File: src/rtl/assert_macros.svh
// Assertion macros used by the RTL top level.
`ifndef ASSERT_MACROS_SVH
`define ASSERT_MACROS_SVH

// Same-cycle implication, disabled while reset is low.
`define ASSERT_IMPLY(label, clk, rst_n, ante, cons) \
    label: assert property (@(posedge clk) disable iff (!(rst_n)) (ante) |-> (cons)) \
        else $error("assertion failed: implication");

// Next-cycle implication, disabled while reset is low.
`define ASSERT_NEXT(label, clk, rst_n, ante, cons) \
    label: assert property (@(posedge clk) disable iff (!(rst_n)) (ante) |=> (cons)) \
        else $error("assertion failed: next-cycle implication");

`endif

File: src/rtl/swrr_pkg.sv
// Package of types, codes and constants for the reorder receive window.
`timescale 1ns / 1ps
`default_nettype none

package swrr_pkg;

    localparam int SWRR_DEPTH        = 64;
    localparam int SWRR_PAYLOAD_BITS = 32;
    localparam int WIN_W             = 7;
    localparam int CREDIT_W          = 7;
    localparam int CNT_W             = 7;
    localparam int RESULT_CAP        = 64;
    localparam int CREDIT_MAX        = 127;
    localparam logic [WIN_W-1:0] WINDOW_RESET = 7'd16;

    localparam logic [1:0] OP_PACKET = 2'd0;
    localparam logic [1:0] OP_DRAIN  = 2'd1;
    localparam logic [1:0] OP_ACK    = 2'd2;

    localparam logic KIND_DATA = 1'b0;
    localparam logic KIND_ACK  = 1'b1;

    typedef struct packed {
        logic [1:0]  operation;
        logic [31:0] seq_num;
        logic [31:0] payload;
        logic        end_flag;
    } in_item_t;

    typedef struct packed {
        logic                kind;
        logic [31:0]         out_payload;
        logic                out_end;
        logic [31:0]         ack_number;
        logic [CREDIT_W-1:0] window_adv;
        logic                last;
    } out_item_t;

    typedef enum logic [2:0] {
        ST_CLEAR,
        ST_IDLE,
        ST_PKT_WB,
        ST_DRN_CHK,
        ST_DRN_FLUSH,
        ST_ACK
    } state_t;

endpackage

`default_nettype wire

File: src/rtl/sliding_window_reorder_receiver_top.sv
// Top level of the selective-repeat receive window with reorder buffer.
//
// Input channel s_valid/s_ready/s_data carries packet, drain and ack items.
// Result channel m_valid/m_ready/m_data carries delivered entries and acks;
// the final result of an item has last set. cfg_wr_en/cfg_wr_data write the
// receive window length at any edge.
// After reset a clearing pass walks the slot memory, one slot per cycle,
// through all DEPTH slots; s_ready stays low until it is done.
// A packet in the window is a slot read, then a write-back of slot memory.
// An ack is an accept, then a load of the output register once it is free.
// A drain is an accept, one slot read per entry, the read that finds the
// gap, then the flush of the held entry.
// A walk that stops at an eof entry or at 64 entries skips the gap read; an
// empty drain ends at the gap read with no result. Each result holds back
// one entry until the next slot is known.
// The output register frees s_ready for the next item while a result waits.
// When m_ready is low the drain walk pauses; nothing is dropped.
// Once an entry with the eof flag is delivered every later item is taken and
// ignored.
`timescale 1ns / 1ps
`default_nettype none
`include "assert_macros.svh"

module sliding_window_reorder_receiver_top
    import swrr_pkg::*;
#(
    parameter int DEPTH        = SWRR_DEPTH,
    parameter int PAYLOAD_BITS = SWRR_PAYLOAD_BITS
) (
    input  wire logic             aclk,
    input  wire logic             aresetn,
    input  wire logic             s_valid,
    output logic                  s_ready,
    input  wire in_item_t         s_data,
    output logic                  m_valid,
    input  wire logic             m_ready,
    output out_item_t             m_data,
    input  wire logic             cfg_wr_en,
    input  wire logic [WIN_W-1:0] cfg_wr_data
);

    localparam int SLOT_W = $clog2(DEPTH);
    localparam int SUM_W  = SLOT_W + 2;
    localparam int WORD_W = PAYLOAD_BITS + 2;
    localparam logic [32:0] WRAP_SPAN = 33'h1_0000_0000;
    localparam int WRAP_REM = int'(WRAP_SPAN % DEPTH);

    state_t state_reg, state_next;

    logic [WIN_W-1:0]        win_reg;
    logic [31:0]             ne_reg;
    logic [31:0]             prev_ack_reg;
    logic [CREDIT_W-1:0]     credit_reg;
    logic                    finished_reg;
    logic [SLOT_W-1:0]       next_slot_reg;
    logic [SLOT_W-1:0]       clr_cnt_reg;
    logic [CNT_W-1:0]        cnt_reg;
    logic                    pend_valid_reg;
    logic [PAYLOAD_BITS-1:0] pend_pay_reg;
    logic                    pend_end_reg;
    logic [SLOT_W-1:0]       slot_reg;
    logic [PAYLOAD_BITS-1:0] pay_reg;
    logic                    end_reg;
    logic                    out_valid_reg;
    out_item_t               out_data_reg;

    logic                    ram_wr_en;
    logic [SLOT_W-1:0]       ram_wr_addr;
    logic [WORD_W-1:0]       ram_wr_data;
    logic                    ram_rd_en;
    logic [SLOT_W-1:0]       ram_rd_addr;
    logic [WORD_W-1:0]       ram_rd_data;

    logic                    rd_hit;
    logic                    rd_end;
    logic [PAYLOAD_BITS-1:0] rd_pay;
    logic                    can_push;
    logic                    push;
    out_item_t               push_data;
    logic                    accept;
    logic                    take;
    logic                    walk_stop;

    logic [31:0]             offset;
    logic [31:0]             eff_win;
    logic                    in_win;
    logic                    seq_wrap;
    logic [SUM_W-1:0]        slot_sum;
    logic [SUM_W-1:0]        slot_red;
    logic [SLOT_W-1:0]       pkt_slot;
    logic [SLOT_W-1:0]       slot_adv;
    logic [63:0]             in_pay_wide;
    logic [63:0]             pend_pay_wide;
    logic [31:0]             ack_diff;
    logic [32:0]             ack_sum;
    logic [CREDIT_W-1:0]     ack_credit;

    swrr_ram #(
        .WIDTH(WORD_W),
        .DEPTH(DEPTH)
    ) u_slot_ram (
        .aclk    (aclk),
        .wr_en   (ram_wr_en),
        .wr_addr (ram_wr_addr),
        .wr_data (ram_wr_data),
        .rd_en   (ram_rd_en),
        .rd_addr (ram_rd_addr),
        .rd_data (ram_rd_data)
    );

    assign rd_hit   = ram_rd_data[WORD_W-1];
    assign rd_end   = ram_rd_data[PAYLOAD_BITS];
    assign rd_pay   = ram_rd_data[PAYLOAD_BITS-1:0];
    assign can_push = !out_valid_reg || m_ready;
    assign accept   = s_valid && s_ready;
    assign take     = rd_hit && (!pend_valid_reg || can_push);
    assign walk_stop = rd_end || (cnt_reg == CNT_W'(RESULT_CAP - 1));

    assign in_pay_wide   = 64'(s_data.payload);
    assign pend_pay_wide = 64'(pend_pay_reg);

    // window check and slot of the arriving sequence number
    assign offset   = s_data.seq_num - ne_reg;
    assign eff_win  = (32'(win_reg) > 32'(DEPTH)) ? 32'(DEPTH) : 32'(win_reg);
    assign in_win   = offset < eff_win;
    assign seq_wrap = s_data.seq_num < ne_reg;

    always_comb begin
        slot_sum = SUM_W'(next_slot_reg) + SUM_W'(offset[SLOT_W-1:0])
                 + (seq_wrap ? SUM_W'(DEPTH - WRAP_REM) : '0);
        if (slot_sum >= SUM_W'(2 * DEPTH)) begin
            slot_red = slot_sum - SUM_W'(2 * DEPTH);
        end else if (slot_sum >= SUM_W'(DEPTH)) begin
            slot_red = slot_sum - SUM_W'(DEPTH);
        end else begin
            slot_red = slot_sum;
        end
        pkt_slot = slot_red[SLOT_W-1:0];
    end

    always_comb begin
        if (ne_reg == '1) begin
            slot_adv = '0;
        end else if (next_slot_reg == SLOT_W'(DEPTH - 1)) begin
            slot_adv = '0;
        end else begin
            slot_adv = next_slot_reg + 1'b1;
        end
    end

    assign ack_diff   = ne_reg - prev_ack_reg;
    assign ack_sum    = 33'(ack_diff) + 33'(credit_reg);
    assign ack_credit = (ack_sum > 33'(CREDIT_MAX)) ? CREDIT_W'(CREDIT_MAX)
                                                    : ack_sum[CREDIT_W-1:0];

    // next state
    always_comb begin
        state_next = state_reg;
        case (state_reg)
            ST_CLEAR: begin
                if (clr_cnt_reg == SLOT_W'(DEPTH - 1)) begin
                    state_next = ST_IDLE;
                end
            end
            ST_IDLE: begin
                if (s_valid && !finished_reg) begin
                    case (s_data.operation)
                        OP_PACKET: state_next = in_win ? ST_PKT_WB : ST_IDLE;
                        OP_DRAIN:  state_next = ST_DRN_CHK;
                        OP_ACK:    state_next = ST_ACK;
                        default:   state_next = ST_IDLE;
                    endcase
                end
            end
            ST_PKT_WB: begin
                state_next = ST_IDLE;
            end
            ST_DRN_CHK: begin
                if (rd_hit) begin
                    if (take && walk_stop) begin
                        state_next = ST_DRN_FLUSH;
                    end
                end else begin
                    state_next = pend_valid_reg ? ST_DRN_FLUSH : ST_IDLE;
                end
            end
            ST_DRN_FLUSH: begin
                if (can_push) begin
                    state_next = ST_IDLE;
                end
            end
            ST_ACK: begin
                if (can_push) begin
                    state_next = ST_IDLE;
                end
            end
            default: state_next = ST_IDLE;
        endcase
    end

    // outputs and memory control
    always_comb begin
        s_ready     = 1'b0;
        ram_wr_en   = 1'b0;
        ram_wr_addr = clr_cnt_reg;
        ram_wr_data = '0;
        ram_rd_en   = 1'b0;
        ram_rd_addr = next_slot_reg;
        push        = 1'b0;
        push_data   = '0;
        case (state_reg)
            ST_CLEAR: begin
                ram_wr_en = 1'b1;
            end
            ST_IDLE: begin
                s_ready = 1'b1;
                if (s_valid && !finished_reg) begin
                    if (s_data.operation == OP_PACKET && in_win) begin
                        ram_rd_en   = 1'b1;
                        ram_rd_addr = pkt_slot;
                    end else if (s_data.operation == OP_DRAIN) begin
                        ram_rd_en = 1'b1;
                    end
                end
            end
            ST_PKT_WB: begin
                ram_wr_en   = 1'b1;
                ram_wr_addr = slot_reg;
                ram_wr_data = {1'b1, end_reg, pay_reg};
            end
            ST_DRN_CHK: begin
                if (take) begin
                    ram_wr_en   = 1'b1;
                    ram_wr_addr = next_slot_reg;
                    push        = pend_valid_reg;
                    push_data.kind        = KIND_DATA;
                    push_data.out_payload = pend_pay_wide[31:0];
                    push_data.out_end     = pend_end_reg;
                    if (!walk_stop) begin
                        ram_rd_en   = 1'b1;
                        ram_rd_addr = slot_adv;
                    end
                end
            end
            ST_DRN_FLUSH: begin
                push = can_push;
                push_data.kind        = KIND_DATA;
                push_data.out_payload = pend_pay_wide[31:0];
                push_data.out_end     = pend_end_reg;
                push_data.last        = 1'b1;
            end
            ST_ACK: begin
                push = can_push;
                push_data.kind       = KIND_ACK;
                push_data.ack_number = ne_reg;
                push_data.window_adv = ack_credit;
                push_data.last       = 1'b1;
            end
            default: begin
                push = 1'b0;
            end
        endcase
    end

    always_ff @(posedge aclk) begin
        if (!aresetn) begin
            state_reg      <= ST_CLEAR;
            win_reg        <= WINDOW_RESET;
            ne_reg         <= '0;
            prev_ack_reg   <= '0;
            credit_reg     <= CREDIT_W'(WINDOW_RESET);
            finished_reg   <= 1'b0;
            next_slot_reg  <= '0;
            clr_cnt_reg    <= '0;
            cnt_reg        <= '0;
            pend_valid_reg <= 1'b0;
            out_valid_reg  <= 1'b0;
        end else begin
            state_reg <= state_next;
            if (cfg_wr_en) begin
                win_reg <= cfg_wr_data;
            end
            if (state_reg == ST_CLEAR) begin
                clr_cnt_reg <= clr_cnt_reg + 1'b1;
            end
            if (accept && s_data.operation == OP_DRAIN) begin
                cnt_reg <= '0;
            end
            if (state_reg == ST_PKT_WB && !rd_hit && credit_reg != '0) begin
                credit_reg <= credit_reg - 1'b1;
            end
            if (state_reg == ST_DRN_CHK && take) begin
                pend_valid_reg <= 1'b1;
                ne_reg         <= ne_reg + 1'b1;
                next_slot_reg  <= slot_adv;
                cnt_reg        <= cnt_reg + 1'b1;
                if (rd_end) begin
                    finished_reg <= 1'b1;
                end
            end
            if (state_reg == ST_DRN_FLUSH && can_push) begin
                pend_valid_reg <= 1'b0;
            end
            if (state_reg == ST_ACK && can_push) begin
                credit_reg   <= ack_credit;
                prev_ack_reg <= ne_reg;
            end
            if (push) begin
                out_valid_reg <= 1'b1;
            end else if (m_ready) begin
                out_valid_reg <= 1'b0;
            end
        end
    end

    always_ff @(posedge aclk) begin
        if (accept) begin
            slot_reg <= pkt_slot;
            pay_reg  <= in_pay_wide[PAYLOAD_BITS-1:0];
            end_reg  <= s_data.end_flag;
        end
        if (state_reg == ST_DRN_CHK && take) begin
            pend_pay_reg <= rd_pay;
            pend_end_reg <= rd_end;
        end
        if (push) begin
            out_data_reg <= push_data;
        end
    end

    assign m_valid = out_valid_reg;
    assign m_data  = out_data_reg;

    `ASSERT_NEXT(a_finished_freezes, aclk, aresetn, finished_reg, ne_reg == $past(ne_reg))
    `ASSERT_IMPLY(a_drain_cap, aclk, aresetn, state_reg == ST_DRN_CHK, cnt_reg < CNT_W'(RESULT_CAP))
    `ASSERT_IMPLY(a_idle_no_pend, aclk, aresetn, state_reg == ST_IDLE, !pend_valid_reg)

endmodule

`default_nettype wire

File: src/rtl/swrr_ram.sv
// Generic single-write, single-read RAM with registered read data.
`timescale 1ns / 1ps
`default_nettype none

module swrr_ram #(
    parameter int WIDTH = 8,
    parameter int DEPTH = 64
) (
    input  wire logic                     aclk,
    input  wire logic                     wr_en,
    input  wire logic [$clog2(DEPTH)-1:0] wr_addr,
    input  wire logic [WIDTH-1:0]         wr_data,
    input  wire logic                     rd_en,
    input  wire logic [$clog2(DEPTH)-1:0] rd_addr,
    output logic      [WIDTH-1:0]         rd_data
);

    logic [WIDTH-1:0] mem [DEPTH];

    always_ff @(posedge aclk) begin
        if (wr_en) begin
            mem[wr_addr] <= wr_data;
        end
        if (rd_en) begin
            rd_data <= mem[rd_addr];
        end
    end

endmodule

`default_nettype wire
File: config.mk
export PLATFORM = sky130hd
export DESIGN_NAME = sliding_window_reorder_receiver_top
export DESIGN_NICKNAME = d
export VERILOG_FILES = /design/src/rtl/swrr_pkg.sv /design/src/rtl/sliding_window_reorder_receiver_top.sv /design/src/rtl/swrr_ram.sv
export VERILOG_INCLUDE_DIRS = /design/src /design/src/rtl
export SDC_FILE = /design/constraint.sdc
export NUM_CORES = 2
export LEC_CHECK = 0
export BUFFER_PORTS_ARGS = -buffer_cell sky130_fd_sc_hd__buf_4
export CAP_MARGIN = 0
export CORE_ASPECT_RATIO = 0.8
export CORE_MARGIN = 3
export CORE_UTILIZATION = 35
export CTS_CLUSTER_DIAMETER = 100
export DETAILED_ROUTE_END_ITERATION = 7
export PLACE_DENSITY_LB_ADDON = 0.1
export SETUP_SLACK_MARGIN = 0.5
export SYNTH_ARGS = -nofsm -noshare
export SYNTH_HDL_FRONTEND = slang
export SYNTH_HIERARCHICAL = 1
export SYNTH_SLANG_ARGS = --single-unit
File: constraint.sdc
create_clock -name aclk -period 9.4 [get_ports aclk]
set_clock_uncertainty 0.05 [all_clocks]
set_input_delay 0.94 -clock aclk [delete_from_list [all_inputs] [get_ports aclk]]
set_output_delay 0.94 -clock aclk [all_outputs]
set_load 0.02 [all_outputs]
[Word-level counts from Yosys, hierarchy flattened]
Memory sizes are Yosys's and may differ from the RTL's. A register that Yosys moved wholly into a read port is not among the register bits.
Cells that the tools add are included.
Storage, ports and cells
  flip-flop bits (word level): 249
  logic and storage cells: 133
  memories kept: 1
  RAM bits: 2176
Memories
  u_slot_ram.mem: words 64, bits a word 34, read ports 1, clocked after memory_dff 1, write ports 1, RTL line swrr_ram.sv:18  | logic [WIDTH-1:0] mem [DEPTH];
Operators by class
  bitwise gates (word level): 1
  reduce and logical (&&, ||, !) cells: 29
  multiplexer cells: 47
  equality and inequality tests: 15
  add/subtract/negate cells: 12
  magnitude comparators: 6
Operators by type and width (count)
  one-hot mux 33 bit (2 select lines): 1
  subtractor 32 bit: 2
  2-to-1 mux 6 bit: 9
  2-to-1 mux 7 bit: 7
  2-to-1 mux 34 bit: 1
  adder 32 x 7 -> 33 bit: 1
  > comparator 33 x 7 -> 1 bit, second input constant: 1
  2-to-1 mux 33 bit: 1
  adder 32 x 1 -> 32 bit, second input constant: 1
  equality test 32 bit, second input constant: 1
  less-than comparator 32 bit: 1
  less-than comparator 32 x 7 -> 1 bit: 1
  one-hot mux 6 bit (2 select lines): 2
  2-to-1 mux 3 bit: 6
  2-to-1 mux 1 bit: 13
  adder 6 x 1 -> 6 bit, second input constant: 2
  equality test 6 bit, second input constant: 2
  one-hot mux 3 bit (4 select lines): 1
  subtractor 6 x 1 -> 6 bit, second input constant: 2
  logical AND 1 bit: 11
  one-hot mux 3 bit (3 select lines): 1
  adder 7 x 7 -> 8 bit: 1
  >= comparator 8 x 7 -> 1 bit, second input constant: 1
  >= comparator 8 bit, second input constant: 1
  other kinds (25): 40

[Longest topological paths before layout]
  word-level depth: 9
  mapped depth: 31
  depth with buffers taken out: 25

[Hierarchy]
Netlist, hierarchy kept.
Modules (own cells, without submodules)
  swrr_ram: area each 84114.4 sq um, sequential area each 66363.6 sq um, times used 1, cells each 3744
  sliding_window_reorder_receiver_top: area each 15179.6 sq um, sequential area each 6446.2 sq um, times used 1, cells each 1707

[Worst setup path before layout]
Ideal clock, no wire load.
  kind: input to register
  start point: input s_data[33] (netlist name)
  end point: register u_slot_ram.rd_data[0] (read register of u_slot_ram.mem) (enable)
  cell stages on the path: 20
  slack: 1.814 ns
  setup time: 0.473 ns
  data arrival time: 7.064 ns
  path through: inv_1 -> ha_1 -> fa_1 -> nor2b_1 -> o21ai_1 -> nand2_1 -> a21o_1 -> a21oi_1 -> xnor2_1 -> ha_1 -> a32o_1 -> a2111oi_0 -> o2111ai_1 -> nor4_1 -> o2111ai_1 -> a2111oi_0 -> o2111ai_1 -> or4b_1 -> clkbuf_1 -> o21ai_0
On the way
  elaborated cells between the ends (all ways): 19
RTL lines
  start: declaration: RTL line sliding_window_reorder_receiver_top.sv:34  | input wire in_item_t s_data,
  subtractor 32 bit: RTL line sliding_window_reorder_receiver_top.sv:123  | assign offset = s_data.seq_num - ne_reg;
  less-than comparator 32 x 7 -> 1 bit: RTL line sliding_window_reorder_receiver_top.sv:125  | assign in_win = offset < eff_win;
  logical AND 1 bit: RTL line sliding_window_reorder_receiver_top.sv:218  | if (s_data.operation == OP_PACKET && in_win) begin
  2-to-1 mux 1 bit: RTL line sliding_window_reorder_receiver_top.sv:218
  2-to-1 mux 1 bit: RTL line sliding_window_reorder_receiver_top.sv:217  | if (s_valid && !finished_reg) begin
  one-hot mux 1 bit (2 select lines): RTL line sliding_window_reorder_receiver_top.sv:211  | case (state_reg)
  via ram_rd_en: RTL line sliding_window_reorder_receiver_top.sv:70  | logic ram_rd_en;
  end: declaration: RTL line swrr_ram.sv:15  | output logic [WIDTH-1:0] rd_data
The timed path passes the listed nets, and every way through them passes these cells.
A chain may end at the register's enable or synchronous reset.

[Worst setup path in the final report]
  start point: register ne_reg[2]
  end point: register u_slot_ram.rd_data[26] (read register of u_slot_ram.mem), data pin
On the way
  cells in the longest elaborated chain, start to end: 9
  elaborated cells between the ends (all ways): 23
RTL lines
  start: declaration: RTL line sliding_window_reorder_receiver_top.sv:51  | logic [31:0] ne_reg;
  start signal: assignment: RTL line sliding_window_reorder_receiver_top.sv:294  | ne_reg <= ne_reg + 1'b1;
  subtractor 32 bit or less-than comparator 32 bit (tied branches): RTL line sliding_window_reorder_receiver_top.sv:123, sliding_window_reorder_receiver_top.sv:126
  adder 6 x 6 -> 7 bit or 2-to-1 mux 7 bit (tied branches): RTL line sliding_window_reorder_receiver_top.sv:129, sliding_window_reorder_receiver_top.sv:130
  adder 7 x 7 -> 8 bit: RTL line sliding_window_reorder_receiver_top.sv:130  | + (seq_wrap ? SUM_W'(DEPTH - WRAP_REM) : '0);
  >= comparator 8 x 7 -> 1 bit: RTL line sliding_window_reorder_receiver_top.sv:133  | end else if (slot_sum >= SUM_W'(DEPTH)) begin
  2-to-1 mux 6 bit: RTL line sliding_window_reorder_receiver_top.sv:133
  2-to-1 mux 6 bit: RTL line sliding_window_reorder_receiver_top.sv:131  | if (slot_sum >= SUM_W'(2 * DEPTH)) begin
  2-to-1 mux 6 bit: RTL line sliding_window_reorder_receiver_top.sv:218
  2-to-1 mux 6 bit: RTL line sliding_window_reorder_receiver_top.sv:217
  one-hot mux 6 bit (2 select lines) *: RTL line sliding_window_reorder_receiver_top.sv:211
  via ram_rd_addr[0]: RTL line sliding_window_reorder_receiver_top.sv:71  | logic [SLOT_W-1:0] ram_rd_addr;
The timed path passes the listed nets; every way through them passes the cells marked *.

==> results.txt <==
Number of synthesized flops with an enable pin -> 2356
Signal arrival time at the worst endpoint -> 9.00 ns
Root buffer selected by CTS -> sky130_fd_sc_hd__clkbuf_16
Clock group share of total power -> 0.432
Total routing resource utilization after global routing -> 0.214
Transition time at the pin with the least slew margin -> 1.21 ns
Number of global-route vias before repair -> 53900
Pre-CTS setup slack -> 0.358 ns
Setup repair after global routing missed its margin -> false
Netlist area before placement -> 99300 um2
Hold EP -> pay_reg[21]$_DFFE_PP_
Proportion of total power due to net switching -> 0.220
Final WS setup -> 0.941 ns
Achievable Freq -> 0.118 GHz
Grt ovf -> 0
Clock buffer count from CTS -> 270
Area growth from synthesis to final layout -> 16.2%
Total nets after synthesis -> 5624
Register-to-register setup slack -> 0.94 ns
Final #Nets -> 6039
Vias per Instance -> 5.57
Number of unique standard cell types used by synthesis -> 83
Pwr Density -> 207 nW/um2
Proportion of synthesized chip area in sequential cells -> 0.733
Clock transition time at the flip-flop clock pins of the worst setup and hold paths -> 0.06 ns
Synthesis warning total -> 6
First-pass GRT wire length -> 436000 um
Worst-case reg-to-reg path depth -> 27
Count of final max-slew check failures -> 0
Type of the tightest min-delay check -> in -> reg
Clock latency at the later pin of the worst-skew pair -> 0.86 ns
Leakage component of the power -> 0.0399 uW
Pin count of the biggest net entering global routing -> 76
Relative contribution of sequential cells to total power -> 0.515
Async SR Flop Fraction -> 0
WL per Instance -> 32.1 um
Peak VDD IR -> 0.000132 V
Overall die width -> 602 um
Register bit count reported by yosys -> 2459
Post-synthesis average cell area -> 18.2 um2
Count of pins on the block boundary -> 155
CORE AREA -> 282000 um2
Critical path peak fanout -> 28
Clock Tree Buf Depth -> 4
Required time of the critical path -> 9.94 ns
Antenna viol nets, final -> 0
Drt total wl -> 316000 um
Post-layout min period -> 8.46 ns
TritonCTS clock tree -> done
Leading cell type in the layout, fill and taps excluded -> sky130_fd_sc_hd__edfxtp_1
Routability-driven placement congestion ratio -> 0.829
Quantity of I/O buffers inserted on ports -> 154
Count of max-cap constraint violations -> 0
Setup TNS -> 0 ns
DR pass1 iterations -> 5
Number of instances in the synthesized netlist -> 5451
R2r endpoint -> u_slot_ram/rd_data[26]$_DFFE_PP_
Post-synth top flop -> sky130_fd_sc_hd__edfxtp_1
Worst hold-check slack -> 0.225 ns
Proportion of layout cells with a drive suffix above 1 -> 0.243
Fin crit share -> 0.900
Combinational power share -> 0.053
CTS Sinks -> 2459
Most frequent cells in the layout -> sky130_fd_sc_hd__edfxtp_1, sky130_fd_sc_hd__mux4_2, sky130_fd_sc_hd__buf_4
Area of the die -> 290000 um2
Top reg by flops -> u_slot_ram/mem
Die span in y -> 482 um
DR DRC count -> 0
Worst reg2reg startpoint -> ne_reg[2]$_SDFFE_PN0P_
Effective utilization at floorplan -> 0.352
Status -> finished clean
Initial antenna violation count -> 35
Hold path depth -> 1
Final Setup Violations -> 0
Row count -> 174
Max reg flops -> 2176
Number of levels the H-tree was split into -> 5
Cell internal power dissipation -> 18600 uW
Violation count after the first detailed-route iteration -> 6245
Fin util -> 0.409
Relative max-transition margin -> 0.195
DR vias -> 54800
Net switching power -> 5260 uW
HP Start -> s_data[22]
Detailed placer's ending HPWL -> 194000 um
CP Capture Type -> flop
Final Hold Vio Count -> 0
Path type of the worst setup path -> reg -> reg
CTS Hold Bufs -> 0
Type of origin of the critical path -> flop
-- layer usage --
| layer | GRT usage | share of wire | up-vias |
|---|---|---|---|
| li1 | - | - | 23000 |
| met1 | 0.322 | 0.46 | 29400 |
| met2 | 0.312 | 0.43 | 2100 |
| met3 | 0.0484 | 0.083 | 373 |
| met4 | 0.0524 | 0.024 | 8 |
| met5 | 0 | 0.00071 | - |
-- stage by stage --
step / power, uW / std cells / instance area, um2
after floorplan: 13100 / 5451 / 99300
after global placement: 13800 / 9372 / 107000
after detailed placement: 13800 / 9372 / 107000
after CTS: 24200 / 9837 / 115000
after global routing: 24700 / 9844 / 115000
final: 23900 / 9853 / 115000
-- worst max-delay path by stage --
stage,slack [ns],cells past startpoint,start,endpoint
final,0.94,27,ne_reg[2]$_SDFFE_PN0P_,u_slot_ram/rd_data[26]$_DFFE_PP_
after global routing,0.53,27,ne_reg[2]$_SDFFE_PN0P_,u_slot_ram/rd_data[8]$_DFFE_PP_
after CTS,0.63,25,ne_reg[2]$_SDFFE_PN0P_,u_slot_ram/rd_data[32]$_DFFE_PP_
after detailed placement,0.36,24,s_data[34],u_slot_ram/rd_data[32]$_DFFE_PP_
after global placement,0.45,27,s_data[33],u_slot_ram/rd_data[32]$_DFFE_PP_
after floorplan,1.81,20,s_data[33],u_slot_ram/rd_data[0]$_DFFE_PP_
-- worst max-delay path, stage by stage (launching register included) --
cell and delay, ns:
sky130_fd_sc_hd__dfxtp_1 0.47, sky130_fd_sc_hd__inv_1 0.25, sky130_fd_sc_hd__ha_1 0.39, sky130_fd_sc_hd__nor2b_1 0.15
sky130_fd_sc_hd__o21ai_1 0.23, sky130_fd_sc_hd__nand2_1 0.13, sky130_fd_sc_hd__a21o_1 0.19, sky130_fd_sc_hd__a21oi_1 0.18
sky130_fd_sc_hd__xnor2_1 0.15, sky130_fd_sc_hd__ha_1 0.26, sky130_fd_sc_hd__a32o_1 0.21, sky130_fd_sc_hd__a2111oi_0 0.35
sky130_fd_sc_hd__o2111ai_1 0.17, sky130_fd_sc_hd__nor4_1 0.31, sky130_fd_sc_hd__o2111ai_1 0.16, sky130_fd_sc_hd__a2111oi_0 0.54
sky130_fd_sc_hd__o2111ai_1 0.19, sky130_fd_sc_hd__or4b_4 0.63, sky130_fd_sc_hd__or2_2 0.54, sky130_fd_sc_hd__a31o_4 0.41
sky130_fd_sc_hd__buf_12 0.18, sky130_fd_sc_hd__buf_12 0.16, sky130_fd_sc_hd__buf_12 0.21, sky130_fd_sc_hd__buf_4 0.22
sky130_fd_sc_hd__mux4_2 0.42, sky130_fd_sc_hd__mux2i_1 0.55, sky130_fd_sc_hd__mux4_2 0.37, sky130_fd_sc_hd__mux2i_1 0.08
-- cell families after synthesis --
| kind of cell | after synthesis | share of synthesized area |
|---|---|---|
| adder cells (fa/ha/maj) | 94 | 0.0121 |
| AO/OA/AOI/OAI | 734 | 0.0504 |
| buffers and inverters | 390 | 0.0183 |
| flip-flops | 2459 | 0.733 |
| XOR/XNOR | 75 | 0.00662 |
| multiplexers | 694 | 0.130 |
| AND/OR/NAND/NOR | 1005 | 0.0491 |
-- power by group through the flow --
stage,logic [uW],registers [uW],clock network [uW]
floorplan,567,12600,0
global placement,1290,12500,0
detailed placement,1280,12500,0
CTS,1290,12300,10600
global route,1340,12300,11000
finish,1270,12300,10300
-- cell type report --
class	count	area, um2
fillers	25300	166000
flip-flops and latches	2459	72800
multi-input cells	2603	25300
clock buffers	341	7310
well taps	3784	4730
repair buffers	427	3640
clock inverters	124	1090
inverters	105	394
diodes	10	25.0
-- cell usage after synthesis, types with 66 or more instances --
cell,n,share of area
sky130_fd_sc_hd__nand2_1,270,0.010
sky130_fd_sc_hd__dfxtp_1,103,0.021
sky130_fd_sc_hd__o21ai_0,93,0.0047
sky130_fd_sc_hd__a22oi_1,66,0.0050
sky130_fd_sc_hd__inv_1,103,0.0039
sky130_fd_sc_hd__clkbuf_1,149,0.0056
sky130_fd_sc_hd__o22ai_1,88,0.0055
sky130_fd_sc_hd__nor2b_1,70,0.0044
sky130_fd_sc_hd__buf_2,71,0.0036
sky130_fd_sc_hd__nand4_1,69,0.0043
sky130_fd_sc_hd__ha_1,90,0.011
sky130_fd_sc_hd__mux2i_1,164,0.017
sky130_fd_sc_hd__a21oi_1,158,0.0080
sky130_fd_sc_hd__mux4_2,472,0.11
sky130_fd_sc_hd__nand3_1,117,0.0059
sky130_fd_sc_hd__edfxtp_1,2356,0.71
sky130_fd_sc_hd__nor2_1,257,0.0097
-- what timing repair did --
action                     CTS  global route
setup endpoints to repair    0            22
buffers inserted             0             5
gates resized for setup      0             7
(Power assumes the default switching activity.)
